<file path="config.mk">
export PLATFORM = sky130hd
export DESIGN_NAME = key_buffer_with_typematic_repeat
export DESIGN_NICKNAME = d
export VERILOG_FILES = /design/src/design/kbr_pkg.sv /design/src/design/key_buffer_with_typematic_repeat.sv
export SDC_FILE = /design/constraint.sdc
export NUM_CORES = 1
export LEC_CHECK = 0
export ABC_CLOCK_PERIOD_IN_PS = 7600
export BUFFER_PORTS_ARGS = -buffer_cell sky130_fd_sc_hd__buf_2
export CORE_MARGIN = 2
export CORE_UTILIZATION = 62
export CTS_CLUSTER_DIAMETER = 60
export DETAILED_ROUTE_END_ITERATION = 6
export HOLD_SLACK_MARGIN = 0.15
export MAX_ROUTING_LAYER = met4
export PLACE_DENSITY = 0.83
export SYNTH_ARGS = -nofsm -noshare
export SYNTH_HDL_FRONTEND = slang
export SYNTH_SLANG_ARGS = --single-unit
</file>
<file path="constraint.sdc">
create_clock -name clk -period 7.6 [get_ports clk]
set_input_delay 0.76 -clock clk [delete_from_list [all_inputs] [get_ports clk]]
set_output_delay 0.76 -clock clk [all_outputs]
set_load 0.01 [all_outputs]
</file>
<file path="src/design/kbr_pkg.sv">
package kbr_pkg;

    localparam int KEY_W = 16;
    localparam int TIME_W = 32;
    localparam int OP_W = 3;
    localparam int CFG_INDEX_W = 2;
    localparam int CFG_DATA_W = 16;

    localparam logic [OP_W-1:0] OP_PUSH  = 3'd0;
    localparam logic [OP_W-1:0] OP_PEEK  = 3'd1;
    localparam logic [OP_W-1:0] OP_POP   = 3'd2;
    localparam logic [OP_W-1:0] OP_CLEAR = 3'd3;
    localparam logic [OP_W-1:0] OP_HOLD  = 3'd4;

    localparam logic [CFG_INDEX_W-1:0] CFG_TYPED_MODE    = 2'd0;
    localparam logic [CFG_INDEX_W-1:0] CFG_REPEAT_PERIOD = 2'd1;

    localparam logic [15:0] RESET_REPEAT_MS = 16'd100;

    typedef struct packed {
        logic [OP_W-1:0]   op;
        logic [KEY_W-1:0]  key_code;
        logic [TIME_W-1:0] now_ms;
    } cmd_t;

    typedef struct packed {
        logic [KEY_W-1:0] key_out;
        logic             queue_empty;
    } rsp_t;

endpackage

</file>
<file path="src/design/key_buffer_with_typematic_repeat.sv">
// Keyboard FIFO of 16-bit key codes with a held-key repeater and a one-look read gate.
// A command is taken at every clock edge where start is high; busy stays low, so one
// command can be issued in every cycle. Its result beat appears on result with done
// high for exactly one cycle, the cycle right after the command was taken, and must be
// captured then since the receiver cannot stall the block. The FIFO entries sit in a
// memory with one write port and one read port, and the head entry is read ahead into
// a register every cycle, which is what lets a pop or peek return the head key from that register.
// Configuration writes take effect at the edge where cfg_we is high and should only be
// issued with no command in flight.
module key_buffer_with_typematic_repeat #(
    parameter int QUEUE_DEPTH = 64
) (
    input  logic                              clk,
    input  logic                              rst_n,
    input  logic                              start,
    output logic                              busy,
    input  kbr_pkg::cmd_t                     cmd,
    output logic                              done,
    output kbr_pkg::rsp_t                     result,
    input  logic                              cfg_we,
    input  logic [kbr_pkg::CFG_INDEX_W-1:0]   cfg_index,
    input  logic [kbr_pkg::CFG_DATA_W-1:0]    cfg_data
);
    import kbr_pkg::*;

    localparam int AW = (QUEUE_DEPTH > 1) ? $clog2(QUEUE_DEPTH) : 1;
    localparam int CW = $clog2(QUEUE_DEPTH + 1);
    localparam logic [CW-1:0] DEPTH_C = CW'(QUEUE_DEPTH);
    localparam logic [AW:0] DEPTH_W = (AW + 1)'(QUEUE_DEPTH);

    logic [KEY_W-1:0] key_store [QUEUE_DEPTH];
    logic [KEY_W-1:0] head_data_reg;

    logic [AW-1:0]     head_reg, head_next;
    logic [CW-1:0]     fill_reg, fill_next;
    logic              gate_reg, gate_next;
    logic [KEY_W-1:0]  held_reg, held_next;
    logic [TIME_W-1:0] due_reg, due_next;
    logic              typed_reg, typed_next;
    logic [15:0]       period_reg, period_next;
    logic              done_reg;
    rsp_t              result_reg, result_next;

    logic              accept;
    logic              wr_en;
    logic [AW-1:0]     wr_addr;
    logic [AW:0]       wr_sum;
    logic [AW:0]       head_inc;
    logic [TIME_W-1:0] due_diff;
    logic              due_now;
    logic [KEY_W-1:0]  due_key;
    logic              due_neg_next;

    assign accept = start && !busy;
    assign busy = 1'b0;
    assign done = done_reg;
    assign result = result_reg;

    assign wr_sum = {1'b0, head_reg} + {1'b0, fill_reg[AW-1:0]};
    assign wr_addr = (wr_sum >= DEPTH_W) ? AW'(wr_sum - DEPTH_W) : wr_sum[AW-1:0];
    assign head_inc = {1'b0, head_reg} + (AW + 1)'(1);

    assign due_diff = cmd.now_ms - due_reg;
    assign due_now = (held_reg != '0) && !due_diff[TIME_W-1];
    assign due_key = due_now ? held_reg : '0;

    always_comb
    begin
        head_next = head_reg;
        fill_next = fill_reg;
        gate_next = gate_reg;
        held_next = held_reg;
        due_next = due_reg;
        typed_next = typed_reg;
        period_next = period_reg;
        wr_en = 1'b0;
        due_neg_next = due_diff[TIME_W-1];
        result_next.key_out = '0;

        if (accept)
        begin
            case (cmd.op)
                OP_PUSH:
                begin
                    if (cmd.key_code != '0 && fill_reg < DEPTH_C)
                    begin
                        wr_en = 1'b1;
                        fill_next = fill_reg + CW'(1);
                        gate_next = 1'b0;
                    end
                end
                OP_PEEK:
                begin
                    if (gate_reg)
                    begin
                        gate_next = 1'b0;
                    end
                    else if (fill_reg != '0)
                    begin
                        result_next.key_out = head_data_reg;
                    end
                    else
                    begin
                        result_next.key_out = due_key;
                    end
                end
                OP_POP:
                begin
                    if (fill_reg == '0)
                    begin
                        result_next.key_out = due_key;
                        if (due_now)
                        begin
                            due_next = cmd.now_ms + {16'd0, period_reg};
                            due_neg_next = (period_reg != '0);
                            gate_next = typed_reg;
                        end
                        else
                        begin
                            gate_next = 1'b0;
                        end
                    end
                    else
                    begin
                        result_next.key_out = head_data_reg;
                        head_next = (head_inc == DEPTH_W) ? '0 : head_inc[AW-1:0];
                        fill_next = fill_reg - CW'(1);
                        gate_next = typed_reg;
                    end
                end
                OP_CLEAR:
                begin
                    head_next = '0;
                    fill_next = '0;
                    gate_next = 1'b0;
                    held_next = '0;
                end
                OP_HOLD:
                begin
                    held_next = cmd.key_code;
                    due_next = cmd.now_ms;
                    due_neg_next = 1'b0;
                end
                default:
                begin
                end
            endcase
        end

        result_next.queue_empty = (fill_next == '0) && !((held_next != '0) && !due_neg_next);

        if (cfg_we)
        begin
            case (cfg_index)
                CFG_TYPED_MODE:
                begin
                    typed_next = cfg_data[0];
                    gate_next = 1'b0;
                end
                CFG_REPEAT_PERIOD:
                begin
                    period_next = cfg_data;
                end
                default:
                begin
                end
            endcase
        end
    end

    always_ff @(posedge clk or negedge rst_n)
    begin
        if (!rst_n)
        begin
            head_reg <= '0;
            fill_reg <= '0;
            gate_reg <= 1'b0;
            held_reg <= '0;
            due_reg <= '0;
            typed_reg <= 1'b0;
            period_reg <= RESET_REPEAT_MS;
            done_reg <= 1'b0;
        end
        else
        begin
            head_reg <= head_next;
            fill_reg <= fill_next;
            gate_reg <= gate_next;
            held_reg <= held_next;
            due_reg <= due_next;
            typed_reg <= typed_next;
            period_reg <= period_next;
            done_reg <= accept;
        end
    end

    always_ff @(posedge clk)
    begin
        result_reg <= result_next;
    end

    // The head entry is read ahead every cycle, with a bypass when this cycle's
    // push lands on the new head address.
    always_ff @(posedge clk)
    begin
        if (wr_en)
        begin
            key_store[wr_addr] <= cmd.key_code;
        end
        if (wr_en && wr_addr == head_next)
        begin
            head_data_reg <= cmd.key_code;
        end
        else
        begin
            head_data_reg <= key_store[head_next];
        end
    end

endmodule

</file>
; ---- Word level (Yosys, flattened, before mapping)
; Memory sizes are Yosys's and may differ from the RTL's. A register that Yosys moved wholly into a read port is not among the register bits.
; Cells that the tools add are included.
[totals]
regBits = 97
latchBits = 0
ram_bits = 1024
mem_bits_ro = 0
output_inout_bits = 19
mem_count = 1
[mem_list]
columns = memory, depth, width, read_ports, rd_ports_with_merged_regs, write_ports, line
row1 = key_store, 64, 16, 1, 1, 1, key_buffer_with_typematic_repeat.sv:31  ; logic [KEY_W-1:0] key_store [QUEUE_DEPTH];
[classes]
addsub = 7
n_mul = 0
div_mod_pow = 0
order_cmp = 2
n_eq_ne = 8
n_shift = 0
muxes = 35
bitwise_logic = 0
reduce_logical = 21
[ops]
columns = operator, count
row1 = $mux 16, 5
row2 = $mux 32, 2
row3 = $pmux 16 s2, 2
row4 = $pmux 32 s2, 1
row5 = $reduce_bool 16->1, 4
row6 = $add 32x16->32, 1
row7 = $sub 32x32->32, 1
row8 = $mux 6, 4
row9 = $mux 7, 3
row10 = $pmux 7 s3, 1
row11 = $logic_not 7->1, 2
row12 = $mux 1, 14
row13 = $pmux 6 s2, 1
row14 = $add 6x1->7 const B, 1
row15 = $add 6x6->7, 1
row16 = $add 7x1->7 const B, 1
row17 = $eq 7x7->1 const B, 1
row18 = $ge 7x7->1 const B, 1
row19 = $lt 7x7->1 const B, 1
row20 = $reduce_bool 7->1, 1
row21 = $sub 7x1->7 const B, 1
row22 = $eq 3x2->1 const B, 2
row23 = $sub 6x1->6 const B, 1
row24 = $logic_and 1x1->1, 4
row25 = 13 further kinds, 17

; ---- Longest topological paths before layout
[logic_depth]
word_depth = 11
depth_mapped = 11
mapped_depth_nobuf = 11

; ---- Worst setup path before layout
; No wires, ideal clock.
[synth_timing]
path_kind = in2reg
from = input start
to = memory key_store[14][0], enable pin
arrival_time_ns = 2.716
path_slack_ns = 4.495
cell_stages = 6
path_cell_list = nor2b_1 > nand2_1 > clkbuf_1 > nor3_1 > nand3_1 > nor2_1
[synth_via]
elab_chain_len = 3
[synth_lines]
columns = element, line
row1 = start: declaration, key_buffer_with_typematic_repeat.sv:15  ; input logic start,
row2 = $mux 1, key_buffer_with_typematic_repeat.sv:80  ; if (accept)
row3 = $mux 1, key_buffer_with_typematic_repeat.sv:206  ; if (wr_en)
row4 = $mux 1 (not written as such), key_buffer_with_typematic_repeat.sv:208  ; key_store[wr_addr] <= cmd.key_code;
row5 = end: declaration, key_buffer_with_typematic_repeat.sv:31
; Every way passes these cells.

; ---- Final worst setup path
[layout_timing]
from = input cmd[34] in the netlist's numbering
to = memory key_store[10][0], enable pin
[layout_via]
elab_chain_len = 7
[layout_lines]
columns = element, line
row1 = start: declaration, key_buffer_with_typematic_repeat.sv:17  ; input kbr_pkg::cmd_t cmd,
row2 = $reduce_bool 16->1, key_buffer_with_typematic_repeat.sv:85  ; if (cmd.key_code != '0 && fill_reg < DEPTH_C)
row3 = $logic_and 1x1->1, key_buffer_with_typematic_repeat.sv:85
row4 = $mux 1, key_buffer_with_typematic_repeat.sv:85
row5 = $mux 1, key_buffer_with_typematic_repeat.sv:82  ; case (cmd.op)
row6 = $mux 1, key_buffer_with_typematic_repeat.sv:80
row7 = $mux 1, key_buffer_with_typematic_repeat.sv:206
row8 = $mux 1 (not written as such), key_buffer_with_typematic_repeat.sv:208
; Every way passes these cells.

==> metrics.md <==
| Metric | Value |
|---|---|
| Ys async rst share | 7.10% |
| Row count | 99 |
| M1 WL | 39100 µm |
| Cts repair resizes | 0 |
| Sw Share | 29.3% |
| Port buffer count | 90 |
| Slowest CP cell | nor2_2 |
| Power share of the sequential group | between 40% and 50% |
| Warnings from Yosys | 0 |
| Max Cap Viol | 0 |
| Skew-Pair Late Insertion Delay | 680 ps |
| CP Cell Sequence | buf_2 -> buf_4 -> nor3_1 -> and4_1 -> a211o_1 -> nor3_1 -> nand3_1 -> nor2_2 |
| Met3 WL | 13700 µm |
| Die Height | 275 µm |
| Leak Pwr | 0.0171 µW |
| Hold path start | start |
| Critical Path Sink Type | register |
| Number of buffers created by CTS | 108 |
| Sw power | 5000 µW |
| Design area | 51000 µm² |
| Fillers | 4139 |
| H-tree depth | 3 |
| Vias | 24000 |
| Die W | 275 µm |
| CTS Buffer Depth | 3 |
| Power, Total | 17100 µW |
| Cell taking the most area after synthesis | edfxtp_1 |
| Reg2reg path depth | 6 |
| RSZ-0062 raised after global routing | no |
| I/O pins | 92 |
| Placed inst area | 47600 µm² |
| Share of layout cells above drive strength 1 | 28.6% |
| HP Class | in -> reg |
| Clk pin slew, worst setup/hold paths | 60 ps |
| Largest register FFs | a little over 1000 |
| Maximum vdd drop | 0.291 mV |
| Avg Inst Size Synth | 20.5 µm² |
| CP top delay family | simple AND/OR/NAND/NOR gates |
| DIE AREA | 75700 µm² |
| Max-slew violation count | 0 |
| Starting Density | around 63% |
| Multi-input logic area | 11700 µm² |
| Setup_tns | 0 ps |
| Pwr dens | 335 nW/µm² |
| Final Util | 70.0% |
| Worst path arrival time | about 4400 ps |
| Most used DFF post-synth | edfxtp_1 |
| Initial antenna violation count | 4 |
| Peak Freq | ~0.24 GHz |
| Capturing point of the worst reg2reg path | result[9] |
| Most common cell in the netlist | edfxtp_1 |
| Via/cell ratio | 6.92 |
| DR top layer | met4 |
| Antenna-violating nets left | 0 |
| Dpl hpwl | between 60000 and 70000 µm |
| Post-synth EDFFs | 1024 |
| Final count of negative-setup-slack endpoints | 0 |
| Setup Skew | 56.6 ps |
| CTS tree | done |
| Slew @ Worst Pin | around 1100 ps |
| Core region area | between 70000 and 80000 µm² |
| Largest net degree at the start of global routing | around 130 |
| Vias in the first global route | about 25000 |
| Placer Congestion | about 0.90 |
| Synth Register Bits | 1127 |
| Logic pwr share | 26.7% |
| Mapped Area | 45600 µm² |
| Buf/Inv on CP | 2 |
| Hold Buf Count CTS | 0 |
| Clock share of power | 30.6% |
| Status | completed |
| Leading post-synthesis cells by cell area | edfxtp_1 (67%), mux4_2 (17%), dfrtp_1 (4.2%) |
| Pint | 12100 µW |
| Critical path launch point type | input pin |
| Total GRT Usage | around a third |
| Routed WL | between 100000 and 150000 µm |
| Unique masters post-synth | 74 |
| CP required | between 7000 and 8000 ps |
| Relative slew slack | 26.7% |
| Hold path endpoint | done |
| Post-synth top cells | edfxtp_1 (1024), mux4_2 (336), nor2_1 (106), nand2_1 (80), dfrtp_1 (77) |
| First-pass GRT wire length | 169000 µm |
| Final Hold Fails | 0 |
| Clock sink count | 1127 |
| Cell count after synthesis | around 2200 |
| 1st-iter DRT viols | 3289 |
| CP dominant cell by count | nor3_1 |
| CP Max Fanout | 66 |
| Worst Hold Path Cells | 1 |
| Final #Nets | 2550 |
| Layout area overhead | 11.9% |
| GRT overflow | 0 |
| First-pass iteration count of the detailed router | 5 |
| Drc violations | 0 |
| FF/Latch Area | 33200 µm² |
| Register-to-register setup slack | about 3700 ps |
| Root Buffer | clkbuf_16 |
| Routed length on met2 | 57000 µm |
| Syn nets | around 2400 |
| Yosys top cell area share | 67.5% |
| Fin crit period | 4110 ps |
| Sequential area share after synthesis | 72.9% |
| CP Class | in -> reg |
| Delay of the slowest critical-path stage | a little under 900 ps |
| Postcts setup bufs | 0 |
| Routed WL per cell | 33.6 µm |
| Final Cycle Share | 54.1% |
[worst reg2reg max path, cell delays in order (launching register included)]
cell and delay (ps):
dfxtp_4 950, buf_4 890, mux4_2 560, mux4_2 660, mux4_2 520, nand2_1 90, o21ai_0 80
[per-layer routing]
metal / GRT usage, % / vias to the layer above
li1: - / 9576
met4: 15.9 / 0
met2: 51.3 / 1780
met5: - / -
met1: 40.6 / 12300
met3: 8.27 / 407
[layout by cell type, fill, tap and decap left out, drive strengths merged, types with 6 or more instances in the layout]
master and n:
edfxtp 1024, mux4 336, buf 182, clkbuf 134, nor2 107, nand2 80, dfrtp 77, inv 66
ha 54, clkinv 49, o21ai 44, a21oi 41, xnor2 30, mux2 28, mux2i 23, dfxtp 23
a22o 16, nand4 13, nor3 13, nor4 12, nand3 11, and3 10, a21o 9, or3 8
xor2 8, a31oi 8, bufinv 7, nor3b 7, and2 6, nor2b 6, o21a 6
[layout make-up]
cell class	instances	area share, %
Inverter	61	0.449
Timing Repair Buffer	182	2.32
Clock inverter	65	1.11
Tap cell	959	2.35
Multi-Input combinational cell	941	23.0
Clock buffer	134	5.59
Antenna cell	4	0.0196
Sequential cell	1127	65.2
[through the flow]
| stage | setup WS [ps] | hold slack [ps] | cells |
|---|---|---|---|
| 2_1_floorplan | 4500 | 464 | 2224 |
| 3_3_place_gp | 3280 | 487 | 3270 |
| 3_5_place_dp | 3070 | 492 | 3270 |
| 4_1_cts | 3700 | 259 | 3469 |
| 5_1_grt | 3310 | 272 | 3473 |
| 6_report | 3490 | 299 | 3473 |
[power by group through the flow]
stage / Sequential, µW / Clock, µW / Combinational (µW)
CTS: 7270 / 5280 / 4530
global placement: 7380 / 0 / 4270
floorplan: 7180 / 0 / 3280
detailed placement: 7400 / 0 / 4420
global route: 7310 / 5470 / 4770
finish: 7280 / 5230 / 4560
[worst max path at each step]
stage / start / cells after the start / slack (ps) / end
after floorplan: start / 6 / 4500 / key_store[14][0]
after global placement: cmd[36] / 8 / 3280 / key_store[10][15]
after detailed placement: cmd[36] / 8 / 3070 / key_store[10][8]
after CTS: cmd[34] / 8 / 3700 / key_store[10][0]
after global routing: cmd[36] / 8 / 3310 / key_store[10][15]
final: cmd[34] / 8 / 3490 / key_store[10][0]
[cell families (layout without fill, tap and decap cells)]
kind of cell             after synthesis  after routing  synth area share [%]
flip-flops                          1127           1127                  72.9
adder cells (fa/ha/maj)               56             56                  1.57
AND/OR/NAND/NOR                      292            292                  3.05
XOR/XNOR                              38             38                 0.730
buffers and inverters                156            442                  1.44
multiplexers                         387            387                  17.9
other                                  1              5               0.00823
AO/OA/AOI/OAI                        167            167                  2.47
Power figures use the tool's default switching activity.
